## src/design/bss_pkg.sv

```systemverilog
`timescale 1ns / 1ps
// ----------------------------------------------------------------------------
// bss_pkg
// Shared types and constants for the balance safety supervisor.
// ----------------------------------------------------------------------------
package bss_pkg;

   // Event selector carried in req_tuser
   typedef enum logic [2:0] {
      OP_UPDATE = 3'd0,
      OP_ARM    = 3'd1,
      OP_DISARM = 3'd2,
      OP_DRIVE  = 3'd3,
      OP_CLEAR  = 3'd4
   } opcode_type;

   // Supervisor mode, one-hot
   typedef enum logic [6:0] {
      MODE_BOOT     = 7'b000_0001,
      MODE_CALIB    = 7'b000_0010,
      MODE_DISARMED = 7'b000_0100,
      MODE_ARMED    = 7'b000_1000,
      MODE_DRIVING  = 7'b001_0000,
      MODE_FALLEN   = 7'b010_0000,
      MODE_FAULT    = 7'b100_0000
   } mode_type;

   // Reported mode codes
   localparam logic [2:0] CODE_BOOT     = 3'd0;
   localparam logic [2:0] CODE_CALIB    = 3'd1;
   localparam logic [2:0] CODE_DISARMED = 3'd2;
   localparam logic [2:0] CODE_ARMED    = 3'd3;
   localparam logic [2:0] CODE_DRIVING  = 3'd4;
   localparam logic [2:0] CODE_FALLEN   = 3'd5;
   localparam logic [2:0] CODE_FAULT    = 3'd6;

   // Register indexes on the csr port
   localparam logic CSR_FALL_ANGLE = 1'b0;
   localparam logic CSR_FALL_TIME  = 1'b1;

   localparam int unsigned ANGLE_W = 15;
   localparam int unsigned FTIME_W = 24;
   localparam int unsigned PITCH_W = 16;
   localparam int unsigned MAG_W   = PITCH_W + 1;
   localparam int unsigned FLAGS_W = 8;
   localparam int unsigned CODE_W  = 3;

   localparam logic [ANGLE_W-1:0] FALL_ANGLE_RST = 15'd5760;
   localparam logic [FTIME_W-1:0] FALL_TIME_RST  = 24'd500000;

   // Health flags, highest bit first; imu_ok lands in tdata bit 0
   typedef struct packed {
      logic zero_output_ack;
      logic upright;
      logic motor_link_ok;
      logic motor_feedback_ok;
      logic controller_failed;
      logic loop_ok;
      logic calibrated;
      logic imu_ok;
   } flags_type;

   // Registered event, minus the timestamp
   typedef struct packed {
      opcode_type         opcode;
      flags_type          flags;
      logic [PITCH_W-1:0] pitch;
      logic               drive_request;
   } event_type;

   // Settled result of one event
   typedef struct packed {
      logic [CODE_W-1:0] mode;
      logic              output_enabled;
      logic              accepted;
   } result_type;

   function automatic logic [CODE_W-1:0] mode_code(input mode_type m);
      logic [CODE_W-1:0] c;
      unique case (m)
         MODE_BOOT:     c = CODE_BOOT;
         MODE_CALIB:    c = CODE_CALIB;
         MODE_DISARMED: c = CODE_DISARMED;
         MODE_ARMED:    c = CODE_ARMED;
         MODE_DRIVING:  c = CODE_DRIVING;
         MODE_FALLEN:   c = CODE_FALLEN;
         MODE_FAULT:    c = CODE_FAULT;
         default:       c = CODE_BOOT;
      endcase
      return c;
   endfunction

endpackage

```

## src/design/bss_in_stage.sv

```systemverilog
`timescale 1ns / 1ps
// ----------------------------------------------------------------------------
// bss_in_stage
// Input register: captures one event beat and unpacks the tdata fields.
// ----------------------------------------------------------------------------
module bss_in_stage #(
   parameter int unsigned TIME_BITS = 48,
   parameter int unsigned DATA_W    = 80
) (
   input  logic                   clock,
   input  logic                   reset,
   input  logic                   req_tvalid,
   output logic                   req_tready,
   input  logic [DATA_W-1:0]      req_tdata,
   input  logic [2:0]             req_tuser,
   input  logic                   advance,     // held event is consumed
   output logic                   evt_valid,
   output bss_pkg::event_type     evt,
   output logic [TIME_BITS-1:0]   evt_now
);
   import bss_pkg::*;

   localparam int unsigned PITCH_LO = FLAGS_W;
   localparam int unsigned TIME_LO  = FLAGS_W + PITCH_W;
   localparam int unsigned DRIVE_LO = TIME_LO + TIME_BITS;

   logic                 valid_ff, valid_in;
   event_type            evt_ff, evt_in;
   logic [TIME_BITS-1:0] now_ff, now_in;
   logic                 take;

   assign req_tready = !valid_ff || advance;
   assign take       = req_tvalid && req_tready;

   always_comb begin
      valid_in             = take ? 1'b1 : (advance ? 1'b0 : valid_ff);
      evt_in.opcode        = opcode_type'(req_tuser);
      evt_in.flags         = flags_type'(req_tdata[FLAGS_W-1:0]);
      evt_in.pitch         = req_tdata[PITCH_LO +: PITCH_W];
      evt_in.drive_request = req_tdata[DRIVE_LO];
      now_in               = req_tdata[TIME_LO +: TIME_BITS];
   end

   always_ff @(posedge clock) begin
      if (reset) begin
         valid_ff <= 1'b0;
      end else begin
         valid_ff <= valid_in;
      end
   end

   always_ff @(posedge clock) begin
      if (take) begin
         evt_ff <= evt_in;
         now_ff <= now_in;
      end
   end

   assign evt_valid = valid_ff;
   assign evt       = evt_ff;
   assign evt_now   = now_ff;

endmodule

```

## src/design/bss_next_state.sv

```systemverilog
`timescale 1ns / 1ps
// ----------------------------------------------------------------------------
// bss_next_state
// Mode transition, fall timer and accept flag for one event.
// ----------------------------------------------------------------------------
module bss_next_state #(
   parameter int unsigned TIME_BITS = 48
) (
   input  bss_pkg::event_type              evt,
   input  logic [TIME_BITS-1:0]            evt_now,
   input  bss_pkg::mode_type               cur_mode,
   input  logic [TIME_BITS-1:0]            cur_start,
   input  logic [bss_pkg::ANGLE_W-1:0]     fall_angle,
   input  logic [bss_pkg::FTIME_W-1:0]     fall_time,
   output bss_pkg::mode_type               nxt_mode,
   output logic [TIME_BITS-1:0]            nxt_start,
   output logic                            accepted
);
   import bss_pkg::*;

   flags_type            f;
   logic                 diag_ok;
   logic                 live;
   logic [MAG_W-1:0]     pitch_x;
   logic [MAG_W-1:0]     mag;
   logic                 level;
   logic [TIME_BITS-1:0] age;
   logic                 expired;
   logic                 health_bad;

   always_comb begin
      f          = evt.flags;
      diag_ok    = f.imu_ok && f.calibrated && f.loop_ok && !f.controller_failed;
      live       = (cur_mode == MODE_ARMED) || (cur_mode == MODE_DRIVING);
      // 17-bit magnitude so the most negative pitch stays positive
      pitch_x    = {evt.pitch[PITCH_W-1], evt.pitch};
      mag        = evt.pitch[PITCH_W-1] ? (~pitch_x + MAG_W'(1)) : pitch_x;
      level      = mag <= MAG_W'(fall_angle);
      age        = evt_now - cur_start;
      expired    = age >= TIME_BITS'(fall_time);
      health_bad = !f.imu_ok || !f.loop_ok || f.controller_failed ||
                   (live && (!f.motor_feedback_ok || !f.motor_link_ok));

      nxt_mode  = cur_mode;
      nxt_start = cur_start;
      accepted  = 1'b0;

      unique case (evt.opcode)
         OP_UPDATE: begin
            priority if (cur_mode == MODE_BOOT) begin
               nxt_mode = MODE_CALIB;
            end else if (cur_mode == MODE_CALIB) begin
               if (!f.imu_ok) begin
                  nxt_mode = MODE_FAULT;
               end else if (f.calibrated) begin
                  nxt_mode = MODE_DISARMED;
               end
            end else if (health_bad) begin
               nxt_mode  = MODE_FAULT;
               nxt_start = '0;
            end else if (!live) begin
               nxt_mode = cur_mode;
            end else if (level) begin
               nxt_start = '0;
            end else if (cur_start == '0) begin
               // timer idle: start it (a start at time zero stays idle)
               nxt_start = evt_now;
            end else if (expired) begin
               nxt_mode  = MODE_FALLEN;
               nxt_start = '0;
            end
         end
         OP_ARM: begin
            if (diag_ok && f.motor_feedback_ok && f.motor_link_ok && f.upright &&
                f.zero_output_ack &&
                (cur_mode == MODE_DISARMED || cur_mode == MODE_FALLEN)) begin
               nxt_mode  = MODE_ARMED;
               nxt_start = '0;
               accepted  = 1'b1;
            end
         end
         OP_DISARM: begin
            if (cur_mode != MODE_FAULT) begin
               nxt_mode = MODE_DISARMED;
            end
            nxt_start = '0;
         end
         OP_DRIVE: begin
            if (evt.drive_request && cur_mode == MODE_ARMED) begin
               nxt_mode = MODE_DRIVING;
            end else if (!evt.drive_request && cur_mode == MODE_DRIVING) begin
               nxt_mode = MODE_ARMED;
            end
         end
         OP_CLEAR: begin
            if (cur_mode == MODE_FAULT && diag_ok) begin
               nxt_mode = MODE_DISARMED;
               accepted = 1'b1;
            end
         end
         default: begin
            nxt_mode = cur_mode;
         end
      endcase
   end

endmodule

```

## src/design/balance_safety_supervisor.sv

```systemverilog
`timescale 1ns / 1ps
// A req beat passes the input register, then the result register, to rsp.
// Throughput: one event per cycle while rsp_tready allows; the mode and
//   fall timer registers are updated in the same cycle the result is
//   registered, so the next event sees them at once.
// Reset (synchronous, active high): mode boot, fall timer idle, fall_angle
//   5760, fall_time 500000, both pipeline stages empty.
// ----------------------------------------------------------------------------
// balance_safety_supervisor
// Safety supervisor for a self-balancing robot: mode machine with fall timer.
// ----------------------------------------------------------------------------
module balance_safety_supervisor #(
   parameter int unsigned TIME_BITS = 48
) (
   input  logic                                   clock,
   input  logic                                   reset,
   // Event input
   input  logic                                   req_tvalid,
   output logic                                   req_tready,
   // tdata, low bit up: imu_ok, calibrated, loop_ok, controller_failed,
   // motor_feedback_ok, motor_link_ok, upright, zero_output_ack,
   // pitch[15:0], now_time[TIME_BITS-1:0], drive_request, zero fill
   input  logic [((TIME_BITS+25+7)/8)*8-1:0]      req_tdata,
   // tuser: opcode[2:0]
   input  logic [2:0]                             req_tuser,
   // Result output
   output logic                                   rsp_tvalid,
   input  logic                                   rsp_tready,
   // tdata, low bit up: mode[2:0], output_enabled, accepted, zero fill
   output logic [7:0]                             rsp_tdata,
   // Configuration writes
   input  logic                                   csr_we,
   input  logic                                   csr_index,
   input  logic [bss_pkg::FTIME_W-1:0]            csr_wdata
);
   import bss_pkg::*;

   localparam int unsigned DATA_W = ((TIME_BITS + 25 + 7) / 8) * 8;

   // Config registers
   logic [ANGLE_W-1:0]   fall_angle_ff;
   logic [FTIME_W-1:0]   fall_time_ff;

   // Supervisor state
   mode_type             mode_ff, mode_in;
   logic [TIME_BITS-1:0] start_ff, start_in;   // zero = timer idle

   // Result register
   logic                 rsp_valid_ff, rsp_valid_in;
   result_type           rsp_ff, rsp_in;

   // Stage 1 signals
   logic                 evt_valid;
   event_type            evt;
   logic [TIME_BITS-1:0] evt_now;
   logic                 advance;
   logic                 accepted;

   // Stage 1 moves on when the result slot is free or being drained.
   assign advance = evt_valid && (!rsp_valid_ff || rsp_tready);

   bss_in_stage #(
      .TIME_BITS (TIME_BITS),
      .DATA_W    (DATA_W)
   ) u_in_stage (
      .clock      (clock),
      .reset      (reset),
      .req_tvalid (req_tvalid),
      .req_tready (req_tready),
      .req_tdata  (req_tdata),
      .req_tuser  (req_tuser),
      .advance    (advance),
      .evt_valid  (evt_valid),
      .evt        (evt),
      .evt_now    (evt_now)
   );

   bss_next_state #(
      .TIME_BITS (TIME_BITS)
   ) u_next_state (
      .evt        (evt),
      .evt_now    (evt_now),
      .cur_mode   (mode_ff),
      .cur_start  (start_ff),
      .fall_angle (fall_angle_ff),
      .fall_time  (fall_time_ff),
      .nxt_mode   (mode_in),
      .nxt_start  (start_in),
      .accepted   (accepted)
   );

   always_comb begin
      rsp_in.mode           = mode_code(mode_in);
      rsp_in.output_enabled = (mode_in == MODE_ARMED) || (mode_in == MODE_DRIVING);
      rsp_in.accepted       = accepted;
      rsp_valid_in          = advance ? 1'b1 :
                              ((rsp_valid_ff && rsp_tready) ? 1'b0 : rsp_valid_ff);
   end

   // Control state and config
   always_ff @(posedge clock) begin
      if (reset) begin
         mode_ff       <= MODE_BOOT;
         start_ff      <= '0;
         rsp_valid_ff  <= 1'b0;
         fall_angle_ff <= FALL_ANGLE_RST;
         fall_time_ff  <= FALL_TIME_RST;
      end else begin
         rsp_valid_ff <= rsp_valid_in;
         if (advance) begin
            mode_ff  <= mode_in;
            start_ff <= start_in;
         end
         if (csr_we) begin
            unique case (csr_index)
               CSR_FALL_ANGLE: fall_angle_ff <= csr_wdata[ANGLE_W-1:0];
               CSR_FALL_TIME:  fall_time_ff  <= csr_wdata;
               default:        fall_time_ff  <= fall_time_ff;
            endcase
         end
      end
   end

   // Result payload
   always_ff @(posedge clock) begin
      if (advance) begin
         rsp_ff <= rsp_in;
      end
   end

   assign rsp_tvalid = rsp_valid_ff;
   assign rsp_tdata  = {3'b000, rsp_ff.accepted, rsp_ff.output_enabled, rsp_ff.mode};

endmodule
```

## config.mk

```make
export PLATFORM = sky130hd
export DESIGN_NAME = balance_safety_supervisor
export DESIGN_NICKNAME = d
export VERILOG_FILES = /design/src/design/bss_pkg.sv /design/src/design/bss_in_stage.sv /design/src/design/bss_next_state.sv /design/src/design/balance_safety_supervisor.sv
export SDC_FILE = /design/constraint.sdc
export NUM_CORES = 1
export LEC_CHECK = 0
export BUFFER_PORTS_ARGS = -buffer_cell sky130_fd_sc_hd__buf_2
export CAP_MARGIN = 10
export CORE_MARGIN = 5
export CORE_UTILIZATION = 45
export CTS_CLUSTER_SIZE = 10
export DETAILED_ROUTE_END_ITERATION = 6
export PLACE_DENSITY_LB_ADDON = 0.1
export SKIP_CTS_REPAIR_TIMING = 1
export SLEW_MARGIN = 10
export SYNTH_ARGS = -nofsm -noshare
export SYNTH_HDL_FRONTEND = slang
export SYNTH_HIERARCHICAL = 1
export SYNTH_SLANG_ARGS = --single-unit
```

## constraint.sdc

```tcl
create_clock -name clock -period 5.6 [get_ports clock]
set_clock_uncertainty 0.2 [all_clocks]
set_input_delay 0.28 -clock clock [delete_from_list [all_inputs] [get_ports clock]]
set_output_delay 0.28 -clock clock [all_outputs]
set_load 0.03 [all_outputs]
```

* After elaboration in Yosys (flattened, before gate mapping)
Cells that the tools add are included.
** Cells by class
- Add/sub/neg operators :: 2
- $lt $le $gt $ge :: 2
- Equality and inequality tests :: 23
- Muxes and demuxes :: 33
- Bitwise gates (word level) :: 2
- Reduce and logical (&&, ||, !) cells :: 40
** Operators by type and width (number)
- 2-to-1 mux 48 bit :: 8
- one-hot mux 48 bit (3 select lines) :: 1
- 2-to-1 mux 7 bit :: 14
- >= comparator 48 x 24 -> 1 bit :: 1
- zero test 48 bit :: 1
- subtractor 48 bit :: 1
- one-hot mux 7 bit (5 select lines) :: 1
- one-hot mux 3 bit (6 select lines) :: 1
- adder 17 x 1 -> 17 bit, second input constant :: 1
- less-or-equal comparator 17 x 15 -> 1 bit :: 1
- 2-to-1 mux 17 bit :: 1
- inverter 17 bit :: 1
- logical AND 1 bit :: 15
- equality test 7 x 2 -> 1 bit, second input constant :: 2
- equality test 7 x 3 -> 1 bit, second input constant :: 2
- equality test 7 x 4 -> 1 bit, second input constant :: 2
- equality test 7 x 5 -> 1 bit, second input constant :: 2
- equality test 7 x 6 -> 1 bit, second input constant :: 2
- equality test 7 bit, second input constant :: 2
- logical OR 1 bit :: 9
- zero test 1 bit :: 8
- equality test 7 x 1 -> 1 bit, second input constant :: 1
- != test 7 bit, second input constant :: 1
- AND reduction 7 bit :: 1
- other kinds (14) :: 23
** Storage, ports and cells
- Register bits :: 177
- Input port bits :: 113
- Output and inout port bits :: 10
- Word-level logic and storage cells :: 123

* Depth between registers and ports, before layout
- Depth in word-level cells :: 12
- Depth in mapped cells :: 27
- Mapped depth without buffers :: 26

* Hierarchy
The synthesis kept the hierarchy.
** By module, submodules not included
- bss_next_state :: times used 1, cells an instance 1097, area an instance 6824.0 µm², seq. area each 0.0 µm²
- balance_safety_supervisor :: times used 1, cells an instance 440, area an instance 4150.2 µm², seq. area each 2052.0 µm²
- bss_in_stage :: times used 1, cells an instance 81, area an instance 2337.2 µm², seq. area each 2302.2 µm²

* Worst setup path before layout
OpenSTA, ideal clock, no wires.
- Kind :: register -> register
- From :: register u_in_stage.now_ff[1] (netlist: u_in_stage/evt_now[1])
- To :: register rsp_ff, in the netlist rsp_tdata[2] (data pin)
- Library setup time :: 0.256 ns
- Arrival time :: 4.944 ns
- Required time :: 5.144 ns
- Slack :: 0.200 ns
- Stages on the path, launching flop included :: 25
- Path buffers :: 1
- Period minus slack after synthesis :: 5.400 ns
- Cells stage by stage :: edfxtp_1 -> ha_1 -> nor2b_1 -> o2111ai_1 -> a211oi_1 -> o21ai_0 -> and2_1 -> o221ai_1 -> a21oi_1 -> xnor2_1 -> ha_1 -> nand4_1 -> nor3_1 -> nor3_1 -> o221ai_1 -> nor2_1 -> o2111ai_1 -> nor4_1 -> nand4b_1 -> nor4_2 -> buf_4 -> nor3b_1 -> a211oi_1 -> xor2_1 -> o211a_1
** RTL lines
- from (decl) :: RTL line bss_in_stage.sv:29 : logic [TIME_BITS-1:0] now_ff, now_in;
- from (signal assigned) :: RTL line bss_in_stage.sv:55 : now_ff <= now_in;
- to (signal assigned) :: RTL line balance_safety_supervisor.sv:127 : rsp_ff <= rsp_in;
- to (decl) :: RTL line balance_safety_supervisor.sv:50 : result_type rsp_ff, rsp_in;

==> reports/results.tsv <==
metric	value	unit
worst skew pair latency	0.46	ns
Crit Path Class	register to register	
most frequent cells in the layout	nand2_1 (163), a21oi_1 (161), nand2b_1 (113)	
warnings from Yosys	6	
Post-synth top flop	dfxtp_1	
Syn Area/Cell	8.23	um2
Seq/Total Area, Yosys	32.7	%
RSZ-0062 raised after global routing	yes	
fin crit share	104	%
iteration-0 DRC count of the detailed router	1268	
met2 wire len	20000	um
H-tree Lvls	4	
drt drc	0	
Die Height	182	um
hold_sp	rsp_tready	
Post-Route WL	44000	um
Max IR drop VDD	214	uV
number of diodes	0	
area delta synth->final	26.6	%
overall power	3.50	mW
Startpoint Class	register	
Final setup viols	5	
Crit. Startpoint	u_in_stage/evt_now[0]	
CTS sink count	177	
worst min path class	input pin to register	
share of cells above drive strength 1	18.2	%
Fmax achieved	172	MHz
Setup Slack @ Placement	-0.418	ns
gr usage total	24.7	%
Post-synth EDFFs	81	
Syn Inst Count	1618	
global-route wire length before repair	65200	um
Vias per Instance	5.70	
total congestion overflow	0	
Fin. Hold Viols	0	
Critical Path AT	5.83	ns
Cell Pwr Density	208	nW/um2
Area contributors post-synth	edfxtp_1 (18%), dfxtp_1 (14%), ha_1 (8.2%)	
Setup TNS	-0.674	ns
total core area	29400	um2
min Tclk post-route	5.82	ns
Final ANT Viol Nets	0	
most common cell after layout, fill and taps aside	nand2_1	
synthesized area	13300	um2
final cell count without fillers	2281	
Detailed Routing Iterations Pass 1	6	
Inserted Clock Buffers	17	
Slew headroom	22.0	%
port buffer count	112	
worst path required time	5.61	ns
largest net degree at the start of global routing	97	
distinct cell type count after synthesis	80	
hpwl dp	31300	um
outcome	finished, violations left	
Rows	63	
max cap viols	0	
top sig layer	met5	
Slew Viols, Final	0	
Leak	6.32	nW
Max Root-Sink Buffers	2	
placed cell count	2131	
CTS tree	built	
die area	33100	um2
Layout Nets	2079	
Critical Path Fanout Max	7	
violated checks	negative setup slack	
antenna violations before repair	1	
Yosys top cell by area	edfxtp_1	
Reg2Reg Launch Point	u_in_stage/evt_now[0]	
Yosys top cell area share	18.3	%
Die Width	182	um
nature of the critical path endpoint	register	
vias	13000	
async set or reset register ratio after synthesis	0	%
worst slew pin tran	1.17	ns
clk slew on worst S/H paths	0.07	ns
Yosys reg bits	177	
setup ws final	-0.217	ns
M1 WL	20300	um
met3 WL post-DR	2770	um
Initial Utilization	45.3	%
CTS root buffer	clkbuf_16	
vias in the first global route	11800	
average wire per standard cell	19.3	um
top-level I/O count	123	
RD Place Congestion	0.944	
[per-layer routing]
metal / vias up / track usage, %
met5: - / 0
met1: 6108 / 34.6
met4: 2 / 6.24
met3: 80 / 5.33
li1: 6383 / -
met2: 434 / 38.8
[final timing paths]
kind	end	slack, ns	cells past startpoint
worst max register to register	rsp_tdata[0]	-0.22	27
worst min-delay path	rsp_tvalid	0.009	4
worst min register to register	fall_angle_ff[6]	0.26	2
worst max-delay path	rsp_tdata[0]	-0.22	27
[cell type report]
type | count | area (um2)
Inverter | 109 | 409
Timing Repair Buffer | 326 | 2520
Clock buffer | 17 | 425
Clock inverter | 15 | 180
Fill cell | 2694 | 12500
Sequential cell | 177 | 4350
Multi-Input combinational cell | 1247 | 8480
Tap cell | 390 | 488
[per-stage QoR]
| stage | area (um2) | utilization, % | hold WS, ns |
|---|---|---|---|
| after floorplan | 13300 | - | 0.142 |
| after global placement | 14700 | 50.0 | 0.244 |
| after detailed placement | 14700 | 50.0 | 0.251 |
| after CTS | 15300 | 52.1 | -0.236 |
| after global routing | 16900 | 57.3 | 0.0520 |
| final | 16900 | 57.3 | 0.00921 |
[cell families after synthesis]
kind of cell | Yosys count | synth area share (%)
other cells | 1 | 0.0282
fa+ha+maj | 88 | 8.33
compound gates | 457 | 21.3
flops | 177 | 32.7
xor+xnor | 46 | 3.03
buf+inv | 196 | 6.26
mux | 60 | 4.53
simple gates | 593 | 23.8
[synth_stat cells (33+ instances only)]
cell type / n
o21ai_0: 101
edfxtp_1: 81
nand2b_1: 114
ha_1: 87
nor2_1: 70
nand2_1: 166
dfxtp_1: 96
mux2i_1: 58
nand4_1: 33
a211oi_1: 56
nor3_1: 61
a21oi_1: 167
clkbuf_1: 50
inv_1: 109
[where the power goes]
part | internal (mW) | leakage, nW | switching (mW)
clock network | 0.642 | 0.295 | 0.610
logic | 0.348 | 4.46 | 0.441
registers | 1.41 | 1.56 | 0.0473
[sequential cells by signal, summed over array words and instances, names as in the netlist]
register and count:
fall_time_ff 24, rsp_tvalid 1, u_in_stage/evt 28, u_in_stage/evt_now 48, mode_ff 7, u_in_stage/evt_valid 1, fall_angle_ff 15, start_ff 48
rsp_tdata 5
[worst max-delay path, stage by stage (launching register included)]
cell and delay, ns:
edfxtp_1 0.41, inv_1 0.08, ha_2 0.18, inv_2 0.04
fa_2 0.38, a211oi_4 0.27, o211ai_1 0.16, nand2_1 0.16
nand2_2 0.07, a21oi_2 0.19, o21ai_2 0.07, xor2_1 0.15
ha_1 0.27, nand4_1 0.14, buf_4 0.14, nor3_2 0.03
or3_1 0.31, a31oi_1 0.14, and4_1 0.22, o2111ai_2 0.11
nor4_2 0.34, nand4_1 0.18, a2111o_1 0.46, o21bai_2 0.20
a311o_1 0.20, buf_6 0.13, xor2_1 0.07, o211a_1 0.25
No activity file was read; power rests on OpenSTA's default activity.
